[src/design/tlc_pkg.sv]
// Shared types and constants for the threshold leader clustering block.
// No dependencies; compiled first.
package tlc_pkg;

   localparam int MAX_DIM = 4;
   localparam int COORD_W = 16;
   localparam int IDX_W   = 4;
   localparam int CNT_W   = 16;
   localparam int LS_W    = 32;
   localparam int SS_W    = 48;
   localparam int DIST_W  = 36;
   localparam int PADDR_W = 2;

   localparam logic [PADDR_W-1:0] REG_THRESHOLD   = 2'd0;
   localparam logic [15:0]        THRESHOLD_RESET = 16'd128;
   localparam logic [CNT_W-1:0]   COUNT_MAX       = 16'hFFFF;

   typedef struct packed {
      logic capture;
      logic scan_init;
      logic cur_clr;
      logic cur_inc;
      logic sel_idx;
      logic sq_diff;
      logic sq_point;
      logic compare;
      logic decide;
      logic accum;
      logic div_start;
      logic div_radius;
      logic write;
      logic load_assign;
      logic mul_clr;
      logic mul;
      logic mul_acc;
      logic sub;
      logic sqrt_start;
      logic load_report;
      logic clear_used;
   } tlc_cmd_type;

   typedef struct packed {
      logic used_zero;
      logic cur_last;
      logic found;
      logic full;
      logic sat;
      logic div_busy;
      logic sqrt_busy;
      logic mul_last;
      logic last_point;
   } tlc_status_type;

   typedef struct packed {
      logic              kind;
      logic [IDX_W-1:0]  cluster_index;
      logic              created;
      logic              dropped;
      logic [CNT_W-1:0]  member_count;
      logic [15:0]       radius;
      logic              final_result;
   } tlc_rsp_type;

endpackage

[src/design/tlc_ctrl.sv]
// Sequencer for scan, update, assignment and report phases.
// Depends on tlc_pkg; drives tlc_datapath through command/status structs.
module tlc_ctrl (
   input  logic                    clock,
   input  logic                    reset,
   input  logic                    req_valid,
   output logic                    req_ready,
   output logic                    rsp_valid,
   input  logic                    rsp_ready,
   input  tlc_pkg::tlc_status_type st,
   output tlc_pkg::tlc_cmd_type    cmd
);
   import tlc_pkg::*;

   localparam logic [4:0] S_IDLE      = 5'd0;
   localparam logic [4:0] S_SC_RD     = 5'd1;
   localparam logic [4:0] S_SC_SQ     = 5'd2;
   localparam logic [4:0] S_SC_CMP    = 5'd3;
   localparam logic [4:0] S_DECIDE    = 5'd4;
   localparam logic [4:0] S_UP_RD     = 5'd5;
   localparam logic [4:0] S_UP_SQ     = 5'd6;
   localparam logic [4:0] S_UP_SUM    = 5'd7;
   localparam logic [4:0] S_DIV_GO    = 5'd8;
   localparam logic [4:0] S_DIV_WAIT  = 5'd9;
   localparam logic [4:0] S_WRITE     = 5'd10;
   localparam logic [4:0] S_ASSIGN    = 5'd11;
   localparam logic [4:0] S_EMIT_A    = 5'd12;
   localparam logic [4:0] S_RP_RD     = 5'd13;
   localparam logic [4:0] S_RP_MUL    = 5'd14;
   localparam logic [4:0] S_RP_ACC    = 5'd15;
   localparam logic [4:0] S_RP_SUB    = 5'd16;
   localparam logic [4:0] S_SQ_GO     = 5'd17;
   localparam logic [4:0] S_SQ_WAIT   = 5'd18;
   localparam logic [4:0] S_RDIV_GO   = 5'd19;
   localparam logic [4:0] S_RDIV_WAIT = 5'd20;
   localparam logic [4:0] S_RP_LOAD   = 5'd21;
   localparam logic [4:0] S_EMIT_R    = 5'd22;

   logic [4:0] state_ff, state_in;

   always_comb begin
      state_in  = state_ff;
      cmd       = '0;
      req_ready = 1'b0;
      rsp_valid = 1'b0;
      unique case (state_ff)
         S_IDLE: begin
            req_ready = 1'b1;
            if (req_valid) begin
               cmd.capture   = 1'b1;
               cmd.scan_init = 1'b1;
               cmd.cur_clr   = 1'b1;
               state_in = st.used_zero ? S_DECIDE : S_SC_RD;
            end
         end
         S_SC_RD: state_in = S_SC_SQ;
         S_SC_SQ: begin
            cmd.sq_diff = 1'b1;
            state_in = S_SC_CMP;
         end
         S_SC_CMP: begin
            cmd.compare = 1'b1;
            if (st.cur_last) begin
               state_in = S_DECIDE;
            end else begin
               cmd.cur_inc = 1'b1;
               state_in = S_SC_RD;
            end
         end
         S_DECIDE: begin
            cmd.decide = 1'b1;
            state_in = (!st.found && st.full) ? S_ASSIGN : S_UP_RD;
         end
         S_UP_RD: begin
            cmd.sel_idx = 1'b1;
            state_in = S_UP_SQ;
         end
         S_UP_SQ: begin
            cmd.sel_idx  = 1'b1;
            cmd.sq_point = 1'b1;
            state_in = S_UP_SUM;
         end
         S_UP_SUM: begin
            cmd.sel_idx = 1'b1;
            cmd.accum   = 1'b1;
            // a full subcluster keeps its statistics frozen
            state_in = st.sat ? S_ASSIGN : S_DIV_GO;
         end
         S_DIV_GO: begin
            cmd.div_start = 1'b1;
            state_in = S_DIV_WAIT;
         end
         S_DIV_WAIT: begin
            if (!st.div_busy) begin
               state_in = S_WRITE;
            end
         end
         S_WRITE: begin
            cmd.sel_idx = 1'b1;
            cmd.write   = 1'b1;
            state_in = S_ASSIGN;
         end
         S_ASSIGN: begin
            cmd.load_assign = 1'b1;
            state_in = S_EMIT_A;
         end
         S_EMIT_A: begin
            rsp_valid = 1'b1;
            if (rsp_ready) begin
               if (st.last_point && !st.used_zero) begin
                  cmd.cur_clr = 1'b1;
                  state_in = S_RP_RD;
               end else begin
                  state_in = S_IDLE;
               end
            end
         end
         S_RP_RD: begin
            cmd.mul_clr = 1'b1;
            state_in = S_RP_MUL;
         end
         S_RP_MUL: begin
            cmd.mul = 1'b1;
            state_in = S_RP_ACC;
         end
         S_RP_ACC: begin
            cmd.mul_acc = 1'b1;
            state_in = st.mul_last ? S_RP_SUB : S_RP_MUL;
         end
         S_RP_SUB: begin
            cmd.sub = 1'b1;
            state_in = S_SQ_GO;
         end
         S_SQ_GO: begin
            cmd.sqrt_start = 1'b1;
            state_in = S_SQ_WAIT;
         end
         S_SQ_WAIT: begin
            if (!st.sqrt_busy) begin
               state_in = S_RDIV_GO;
            end
         end
         S_RDIV_GO: begin
            cmd.div_start  = 1'b1;
            cmd.div_radius = 1'b1;
            state_in = S_RDIV_WAIT;
         end
         S_RDIV_WAIT: begin
            if (!st.div_busy) begin
               state_in = S_RP_LOAD;
            end
         end
         S_RP_LOAD: begin
            cmd.load_report = 1'b1;
            state_in = S_EMIT_R;
         end
         S_EMIT_R: begin
            rsp_valid = 1'b1;
            if (rsp_ready) begin
               if (st.cur_last) begin
                  cmd.clear_used = 1'b1;
                  state_in = S_IDLE;
               end else begin
                  cmd.cur_inc = 1'b1;
                  state_in = S_RP_RD;
               end
            end
         end
         default: state_in = S_IDLE;
      endcase
   end

   always_ff @(posedge clock) begin
      if (reset) begin
         state_ff <= S_IDLE;
      end else begin
         state_ff <= state_in;
      end
   end

   a_busy_after_req: assert property (@(posedge clock) disable iff (reset)
      req_valid && req_ready |=> state_ff != S_IDLE)
      else $error("sequencer idle right after taking a request");
   a_div_restart: assert property (@(posedge clock) disable iff (reset)
      cmd.div_start |-> !st.div_busy)
      else $error("divider started while busy");
   a_sqrt_restart: assert property (@(posedge clock) disable iff (reset)
      cmd.sqrt_start |-> !st.sqrt_busy)
      else $error("square root started while busy");
   a_hold_result: assert property (@(posedge clock) disable iff (reset)
      rsp_valid && !rsp_ready |=> state_ff == $past(state_ff))
      else $error("result dropped while stalled");
endmodule

[config.mk]
export PLATFORM = sky130hd
export DESIGN_NAME = tlc_ctrl
export DESIGN_NICKNAME = d
export VERILOG_FILES = /design/src/design/tlc_pkg.sv /design/src/design/tlc_ctrl.sv
export SDC_FILE = /design/constraint.sdc
export NUM_CORES = 1
export LEC_CHECK = 0
export ABC_AREA = 1
export BUFFER_PORTS_ARGS = -buffer_cell sky130_fd_sc_hd__buf_2
export CAP_MARGIN = 25
export CORE_UTILIZATION = 48
export CTS_CLUSTER_SIZE = 25
export DETAILED_ROUTE_END_ITERATION = 8
export GPL_TIMING_DRIVEN = 0
export MAX_ROUTING_LAYER = met4
export PLACE_DENSITY = 0.83
export SETUP_SLACK_MARGIN = 0.5
export SLEW_MARGIN = 20
export SYNTH_ARGS = -nofsm -noshare
export SYNTH_HDL_FRONTEND = slang
export SYNTH_SLANG_ARGS = --single-unit
[constraint.sdc]
create_clock -name clock -period 1.92 [get_ports clock]
set_input_delay 0.096 -clock clock [delete_from_list [all_inputs] [get_ports clock]]
set_output_delay 0.096 -clock clock [all_outputs]
set_load 0.02 [all_outputs]
==> results of run 1 <==
## Yosys cell counts (all sizes together)
cell    instances  area share (%)
nand4           3             2.6
nand2          54              31
inv            22              11
o22ai           2             1.7
nand3          11             7.5
nand3b          1             1.0
buf             1             1.0
a211oi          1             1.0
nor3            2             1.4
nor2           39              23
o21ai           3             2.0
a21oi           5             3.4
dfxtp           5              14
## metal layers
layer | overflow | GRT usage, %
met1 | 0 | 64.7
met2 | 4 | 85.9
met3 | 0 | 40.8
met4 | 3 | 74.2
met5 | - | -
## what timing repair did
action | CTS
endpoints found under the setup margin | 23
cloned | 0
gates resized for setup | 28
pin swaps | 10
buffers inserted | 11
hold buffers | 0
endpoints found under the hold margin | 0
## per-stage QoR
| step | utilization, % | cells | hold slack, ns | instance area [um2] |
|---|---|---|---|---|
| CTS | 84.0 | 214 | 0.0631 | 1150 |
| detailed placement | 69.3 | 199 | 0.330 | 947 |
| global placement | 69.3 | 199 | 0.325 | 947 |
| floorplan | - | 149 | 0.165 | 753 |
## kinds of logic after synthesis
| group | count (synthesis) | synth area share [%] |
|---|---|---|
| AND/OR/NAND/NOR | 110 | 66.0 |
| AO/OA/AOI/OAI | 11 | 8.16 |
| flip-flops | 5 | 13.6 |
| buffers and inverters | 23 | 12.2 |
==> results.tsv, run 1 <==
stage	metric	value	unit
die	row_count	13	
global_routing	grt_remaining_overflow	7	
logic_synthesis	synth_seq_cells	5	
run_status	outcome	did not finish	
clock_tree	cts_max_path_buffers	2	
clock_tree	ctsRootBufferMaster	sky130_fd_sc_hd__clkbuf_4	
place	place.gp.congestion	0.902	
die	design.portCount	36	
logic_synthesis	syn-instance-count	149	
clock_tree	cts.sinks	5	
timing	worst_path_end_type	sequential cell input	
die	dieHeight	41.2	um
logic_synthesis	syn_nets	162	
clock_tree	cts_htree_levels	1	
place	post-dp-hpwl	1880	um
place	pre_cts_ws	0.360	ns
timing	globalroute.repair_timing.worst_endpoint	state_ff[2]$_SDFFE_PP0P_/D	
logic_synthesis	ys_seq_area_share	13.6	%
global_routing	groute.usage.overall	67.2	%
logic_synthesis	synth-warning-count	0	
logic_synthesis	postSynthAreaPerCell	4.94	um2
die	floorplan.die.width	41.2	um
logic_synthesis	synth_cell_types	19	
global_routing	grt_start_max_net_pins	8	
clock_tree	cts_inserted_buffers	3	
die	initial_utilization	53.8	%
logic_synthesis	netlist_area	736	um2
run_status	terminating_stage_of_the_flow	5_1_grt	
run_status	error_line	[ERROR GRT-0232] Routing congestion too high. Check the congestion heatmap in the GUI.	
place	io_buffers	35	
==> run 2: changes to the inputs <==
--- a/config.mk
+++ b/config.mk
@@ -8,13 +8,11 @@
 export ABC_AREA = 1
 export BUFFER_PORTS_ARGS = -buffer_cell sky130_fd_sc_hd__buf_2
 export CAP_MARGIN = 25
-export CORE_UTILIZATION = 48
-export CTS_CLUSTER_SIZE = 25
+export CORE_AREA = 2 2 63 65
 export DETAILED_ROUTE_END_ITERATION = 8
+export DIE_AREA = 0 0 65 67
 export GPL_TIMING_DRIVEN = 0
-export MAX_ROUTING_LAYER = met4
-export PLACE_DENSITY = 0.83
-export SETUP_SLACK_MARGIN = 0.5
+export PLACE_DENSITY_LB_ADDON = 0.15
 export SLEW_MARGIN = 20
 export SYNTH_ARGS = -nofsm -noshare
 export SYNTH_HDL_FRONTEND = slang
==> run 2 against run 1 <==
  * Synthesized cell count stayed put
  * The run now ends clean
  * Area after synthesis stayed put
==> results.tsv, run 2 <==
stage	metric	value	unit
cells_and_area	top_register	state_ff	
logic_synthesis	netlist_area	736	um2
die	design.die.area	4360	um2
timing	hold_slack	0.104	ns
setup_path	worstReg2RegEnd	state_ff[2]	
power	ir_worst_vdd	0.000618	V
cells_and_area	area.growth.synth_to_final	38.1	%
setup_path	worstSetupStartpoint	state_ff[3]	
timing	fmax	591	MHz
route	avgViaCountPerCell	4.31	
clock_tree	cts_htree_levels	1	
global_routing	grt_antenna_before_repair	0	
route	route.detailed.wl_per_inst	11.0	um
power	leakage	0.649	nW
logic_synthesis	area_fraction_of_the_dominant_cell_type_after_synthesis	23.5	%
die	dieHeight	67	um
logic_synthesis	syn_nets	162	
timing	worst_slew_pin_slew	0.307	ns
route	drt-total-wl	2600	um
cells_and_area	finalCoreUtilization	28.2	%
setup_path	worstReg2RegStart	state_ff[1]	
clock_tree	postCtsSetupBuffers	0	
logic_synthesis	synth-warning-count	0	
setup_path	timing.critical_path.to_type	output port	
clock_tree	path_clk_slew	0.04	ns
logic_synthesis	synth_cell_types	19	
timing	clock-skew-final	0.00223	ns
route	firstDrtPassIters	4	
clock_tree	cts.repair.resized	0	
logic_synthesis	yosys_most_used_dff	sky130_fd_sc_hd__dfxtp_1	
cells_and_area	design_area	1020	um2
setup_path	timing.critical_path.required	1.82	ns
logic_synthesis	ys_async_sr_fraction	0	%
clock_tree	cts.sinks	5	
logic_synthesis	postSynthAreaPerCell	4.94	um2
global_routing	grt_start_max_net_pins	8	
hold_path	hold_start	reset	
place	place_area	971	um2
cells_and_area	highest_count_cells_in_the_layout_ignoring_fill_and_taps	sky130_fd_sc_hd__nand2_1, sky130_fd_sc_hd__buf_2, sky130_fd_sc_hd__nor2_1	
logic_synthesis	synth_edf_count	0	
timing	setup_tns	0	ns
logic_synthesis	synth_seq_cells	5	
place	post-dp-hpwl	2220	um
logic_synthesis	synth_top_cells_by_area	sky130_fd_sc_hd__nand2_1, sky130_fd_sc_hd__nor2_1, sky130_fd_sc_hd__dfxtp_1	
logic_synthesis	ys_seq_area_share	13.6	%
timing	finalHoldViolCount	0	
setup_path	worst-setup-path-type	reg2out	
clock_tree	worst_skew_pair.late_latency	0.22	ns
cells_and_area	flip_flop_count_of_the_largest_register_all_copies_and_words_added	5	
global_routing	grt_first_pass_wirelength	4130	um
clock_tree	ctsRootBufferMaster	sky130_fd_sc_hd__clkbuf_8	
logic_synthesis	syn-instance-count	149	
logic_synthesis	synth.top_cells.by_count	sky130_fd_sc_hd__nand2_1, sky130_fd_sc_hd__nor2_1, sky130_fd_sc_hd__inv_1	
global_routing	groute.usage.overall	12.4	%
place	io_buffers	35	
setup_path	worst-r2r-setup-slack	0.36	ns
timing	slew_headroom	79.4	%
timing	final-setup-viol-count	0	
cells_and_area	top_regs	state_ff x5	
setup_path	reg2reg_depth	10	
timing	final_min_period_over_clock_period	88.1	%
die	initial_utilization	20.4	%
place	place.gp.congestion	0.790	
logic_synthesis	netlist.top_cell.by_area	sky130_fd_sc_hd__nand2_1	
power	power_per_cell_area	1170	nW/um2
timing	rsz_0062_raised_after_global_routing	no	
global_routing	grt_remaining_overflow	0	
route	drt_drc_violations_left	0	
global_routing	grt_pass1_vias	868	
die	floorplan.die.width	65	um
route	detailedRoute.firstIterationViolations	34	
clock_tree	cts_tree	yes	
setup_path	crit_arrival	1.59	ns
setup_path	critical_path_peak_fanout	6	
logic_synthesis	synth_most_common_cell	sky130_fd_sc_hd__nand2_1	
setup_path	critical_path.startpoint_type	flip-flop	
timing	drv_slew	0	
cells_and_area	fin_nets	202	
cells_and_area	final_common_cell	sky130_fd_sc_hd__nand2_1	
flow_run	maxCapViolCount	0	
clock_tree	cts_inserted_buffers	3	
clock_tree	cts_max_path_buffers	2	
clock_tree	cts_hold_buffers_added	0	
die	core	3610	um2
cells_and_area	num_antenna_cells	0	
hold_path	worst_hold_endpoint	state_ff[4]	
route	drtAntennaViolNets	0	
die	row_count	22	
route	dr_total_vias	1017	
cells_and_area	final_layout_size_suffix_gt1_share	30.9	%
hold_path	min_delay_path_depth	2	
timing	period_minus_slack	1.69	ns
hold_path	hold_class	in2reg	
run_status	outcome	finished, final reports clean	
cells_and_area	fillerInstances	435	
die	design.portCount	36	
[run 2: cell counts after synthesis]
Identical to the previous run, type by type.
[run 2: power breakdown]
part | internal [W] | leakage, nW | switching, W
sequential | 0.000134 | 0.0408 | 0.0000611
clock | 0.000142 | 0.0228 | 0.0000499
combinational | 0.000255 | 0.585 | 0.000544
[run 2: critical path: stages (launching register included)]
cell                      delay [ns]
sky130_fd_sc_hd__dfxtp_1        0.38
sky130_fd_sc_hd__nor2_2         0.28
sky130_fd_sc_hd__inv_2          0.10
sky130_fd_sc_hd__nor2_2         0.17
sky130_fd_sc_hd__inv_1          0.07
sky130_fd_sc_hd__nor2_1         0.12
sky130_fd_sc_hd__buf_4          0.12
sky130_fd_sc_hd__buf_2          0.14
[run 2: per-stage QoR]
step                      total power [W]  std cells  setup WS, ns
after floorplan                  0.000769        149         0.273
after global placement            0.00101        232         0.342
after detailed placement         0.000994        232         0.365
after CTS                         0.00119        236         0.220
after global routing              0.00130        236        0.0866
final                             0.00119        236         0.229
[run 2: kinds of logic after synthesis]
group	after synthesis	share of synthesized area, %
buffers and inverters	23	12.2
DFF	5	13.6
and+or+nand+nor	110	66.0
AOI/OAI and AO/OA	11	8.16
[run 2: worst max path at each step]
stage	slack, ns	cells after the start	to
after global placement	0.34	8	state_ff[3]
after floorplan	0.27	6	cmd[20]
after CTS	0.22	7	cmd[20]
after detailed placement	0.36	10	state_ff[3]
after global routing	0.09	6	cmd[18]
final	0.23	7	cmd[20]
[run 2: area by class of cell]
class / count / area (um2) / area share (%)
Multi-Input combinational cell: 121 / 546 / 53.7
Buffer: 1 / 7.51 / 0.739
Sequential cell: 5 / 100 / 9.85
Timing Repair Buffer: 35 / 175 / 17.2
Inverter: 22 / 82.6 / 8.13
Clock buffer: 4 / 45.0 / 4.43
Tap cell: 48 / 60.1 / 5.91
[run 2: layer usage]
metal | global-route usage (%) | up-vias | wire [um]
met5 | 0 | - | 0
met4 | 0.798 | 0 | 0
met3 | 3.21 | 0 | 167
met2 | 18.6 | 29 | 1120
met1 | 18.3 | 441 | 1320
li1 | - | 547 | -
No activity file was read; power rests on OpenSTA's default activity.
==> run 3: changes to the inputs <==
--- a/config.mk
+++ b/config.mk
@@ -8,6 +8,8 @@
 export ABC_AREA = 1
 export BUFFER_PORTS_ARGS = -buffer_cell sky130_fd_sc_hd__buf_2
 export CAP_MARGIN = 25
+export CELL_PAD_IN_SITES_DETAIL_PLACEMENT = 1
+export CELL_PAD_IN_SITES_GLOBAL_PLACEMENT = 2
 export CORE_AREA = 2 2 63 65
 export DETAILED_ROUTE_END_ITERATION = 8
 export DIE_AREA = 0 0 65 67
==> run 3 against run 2 <==
  * Via count is 4.0% higher
  * Final cell count stayed put
  * Critical path depth shrank 1
  * Core utilization is the same
  * Clock power grew 4%
  * Sequential power about the same
  * Die area unchanged
  * Clock skew up 0.00081 ns
  * Sequential share of layout area did not move
  * Critical path type unchanged
  * Largest power group unchanged
==> results.tsv, run 3 (synthesized netlist as in run 2, its figures left out) <==
stage	metric	value	unit
place	post-dp-hpwl	2520	um
global_routing	grt_remaining_overflow	0	
setup_path	critical_path_peak_fanout	7	
timing	fmax	580	MHz
timing	final-setup-viol-count	0	
die	core	3610	um2
route	dr_total_vias	1058	
setup_path	timing.critical_path.max_delay_family	simple AND/OR/NAND/NOR gates	
cells_and_area	num_antenna_cells	0	
place	place.gp.congestion	0.788	
power	leakage	0.649	nW
power	post-layout-total-power	0.00120	W
cells_and_area	fin_nets	202	
route	route.detailed.wl_per_inst	12.3	um
setup_path	worst-path-buf-inv	2	
clock_tree	cts_inserted_buffers	3	
cells_and_area	final_layout_size_suffix_gt1_share	30.9	%
route	detailedRoute.firstIterationViolations	19	
setup_path	critical_path.startpoint_type	flip-flop	
global_routing	grt_antenna_before_repair	0	
clock_tree	cts.sinks	5	
setup_path	timing.critical_path.to_type	output port	
timing	finalHoldViolCount	0	
cells_and_area	area.growth.synth_to_final	38.1	%
clock_tree	cts.repair.resized	0	
timing	drv_slew	0	
setup_path	critical_path.max_stage_delay	0.37	ns
place	pre_cts_ws	0.319	ns
timing	period_minus_slack	1.72	ns
die	design.die.area	4360	um2
flow_run	maxCapViolCount	0	
clock_tree	path_clk_slew	0.04	ns
place	io_buffers	35	
hold_path	hold_class	in2reg	
timing	slew_headroom	74.4	%
route	drt-total-wl	2910	um
cells_and_area	final_common_cell	sky130_fd_sc_hd__nand2_1	
clock_tree	cts_hold_buffers_added	0	
timing	rsz_0062_raised_after_global_routing	no	
setup_path	timing.critical_path.required	1.82	ns
timing	clock-skew-final	0.00303	ns
clock_tree	cts_max_path_buffers	2	
die	initial_utilization	20.4	%
setup_path	worst-setup-path-type	reg2out	
route	firstDrtPassIters	4	
power	power_per_cell_area	1180	nW/um2
setup_path	critical_path.cell_chain	inv_2, nand2_1, nor2_1, nand3_1, o22ai_1, buf_2	
die	design.portCount	36	
route	drt_drc_violations_left	0	
timing	final_min_period_over_clock_period	89.8	%
power	ir_worst_vdd	0.000278	V
global_routing	groute.usage.overall	14.4	%
clock_tree	ctsRootBufferMaster	sky130_fd_sc_hd__clkbuf_8	
die	dieHeight	67	um
timing	worst_slew_pin_slew	0.383	ns
clock_tree	cts_tree	yes	
timing	setup_slack	0.195	ns
global_routing	grt_pass1_vias	1048	
route	drtAntennaViolNets	0	
setup_path	cpMaxStageDelayCell	sky130_fd_sc_hd__dfxtp_1	
global_routing	grt_first_pass_wirelength	4780	um
setup_path	crit_arrival	1.63	ns
route	avgViaCountPerCell	4.48	
cells_and_area	top_regs	state_ff x5	
die	row_count	22	
global_routing	grt_start_max_net_pins	8	
clock_tree	cts_htree_levels	1	
cells_and_area	top_register	state_ff	
cells_and_area	highest_count_cells_in_the_layout_ignoring_fill_and_taps	sky130_fd_sc_hd__nand2_1, sky130_fd_sc_hd__buf_2, sky130_fd_sc_hd__nor2_1	
die	floorplan.die.width	65	um
clock_tree	postCtsSetupBuffers	0	
clock_tree	worst_skew_pair.late_latency	0.23	ns
timing	setup_tns	0	ns
cells_and_area	flip_flop_count_of_the_largest_register_all_copies_and_words_added	5	
run_status	outcome	finished, final reports clean	
[run 3: cell counts in the layout (fill, tap and decap cells not counted)]
Identical to the previous run, type by type.
[run 3: through the flow]
| stage | utilization (%) | cells | instance area, um2 | hold WS [ns] |
|---|---|---|---|---|
| final | 28.2 | 236 | 1020 | 0.108 |
| after global routing | 28.2 | 236 | 1020 | 0.103 |
| after CTS | 28.2 | 236 | 1020 | 0.102 |
| after detailed placement | 26.9 | 232 | 971 | 0.338 |
| after global placement | 26.9 | 232 | 971 | 0.332 |
| after floorplan | - | 149 | 736 | 0.165 |
[run 3: worst reg2reg max path, stage by stage (launching register included)]
cell and delay, ns:
sky130_fd_sc_hd__dfxtp_1 0.49, sky130_fd_sc_hd__inv_2 0.13, sky130_fd_sc_hd__nand3_1 0.26, sky130_fd_sc_hd__inv_1 0.08
sky130_fd_sc_hd__nand2_1 0.08, sky130_fd_sc_hd__nand2_1 0.05, sky130_fd_sc_hd__nor2_1 0.14, sky130_fd_sc_hd__nand3_1 0.12
sky130_fd_sc_hd__nand2_1 0.08, sky130_fd_sc_hd__a21oi_1 0.05
[run 3: final cells by class]
type,instances,area [um2]
Buffer,1,7.51
Clock buffer,4,45.0
Fill cell,518,2590
Inverter,22,82.6
Multi-Input combinational cell,121,546
Sequential cell,5,100
Tap cell,48,60.1
Timing Repair Buffer,35,175
[run 3: layer usage]
| metal | global-route usage, % | vias to the layer above | part of all wire (%) |
|---|---|---|---|
| li1 | - | 544 | - |
| met1 | 18.4 | 487 | 46 |
| met2 | 25.1 | 23 | 49 |
| met3 | 2.70 | 4 | 3.9 |
| met4 | 3.19 | 0 | 0.72 |
| met5 | 0 | - | 0 |
[run 3: report_power, final]
group | internal [W] | switching [W] | total, W
logic | 0.000255 | 0.000548 | 0.000803
registers | 0.000134 | 0.0000607 | 0.000195
clock network | 0.000143 | 0.0000560 | 0.000199
total | 0.000532 | 0.000665 | 0.00120
[run 3: path summary, 6_finish.rpt]
path | slack (ns) | depth (start not counted) | to | startpoint
max | 0.20 | 6 | cmd[18] | state_ff[1]
min | 0.11 | 2 | state_ff[4] | reset
max reg2reg | 0.32 | 9 | state_ff[3] | state_ff[4]
min reg2reg | 0.58 | 2 | state_ff[1] | state_ff[1]
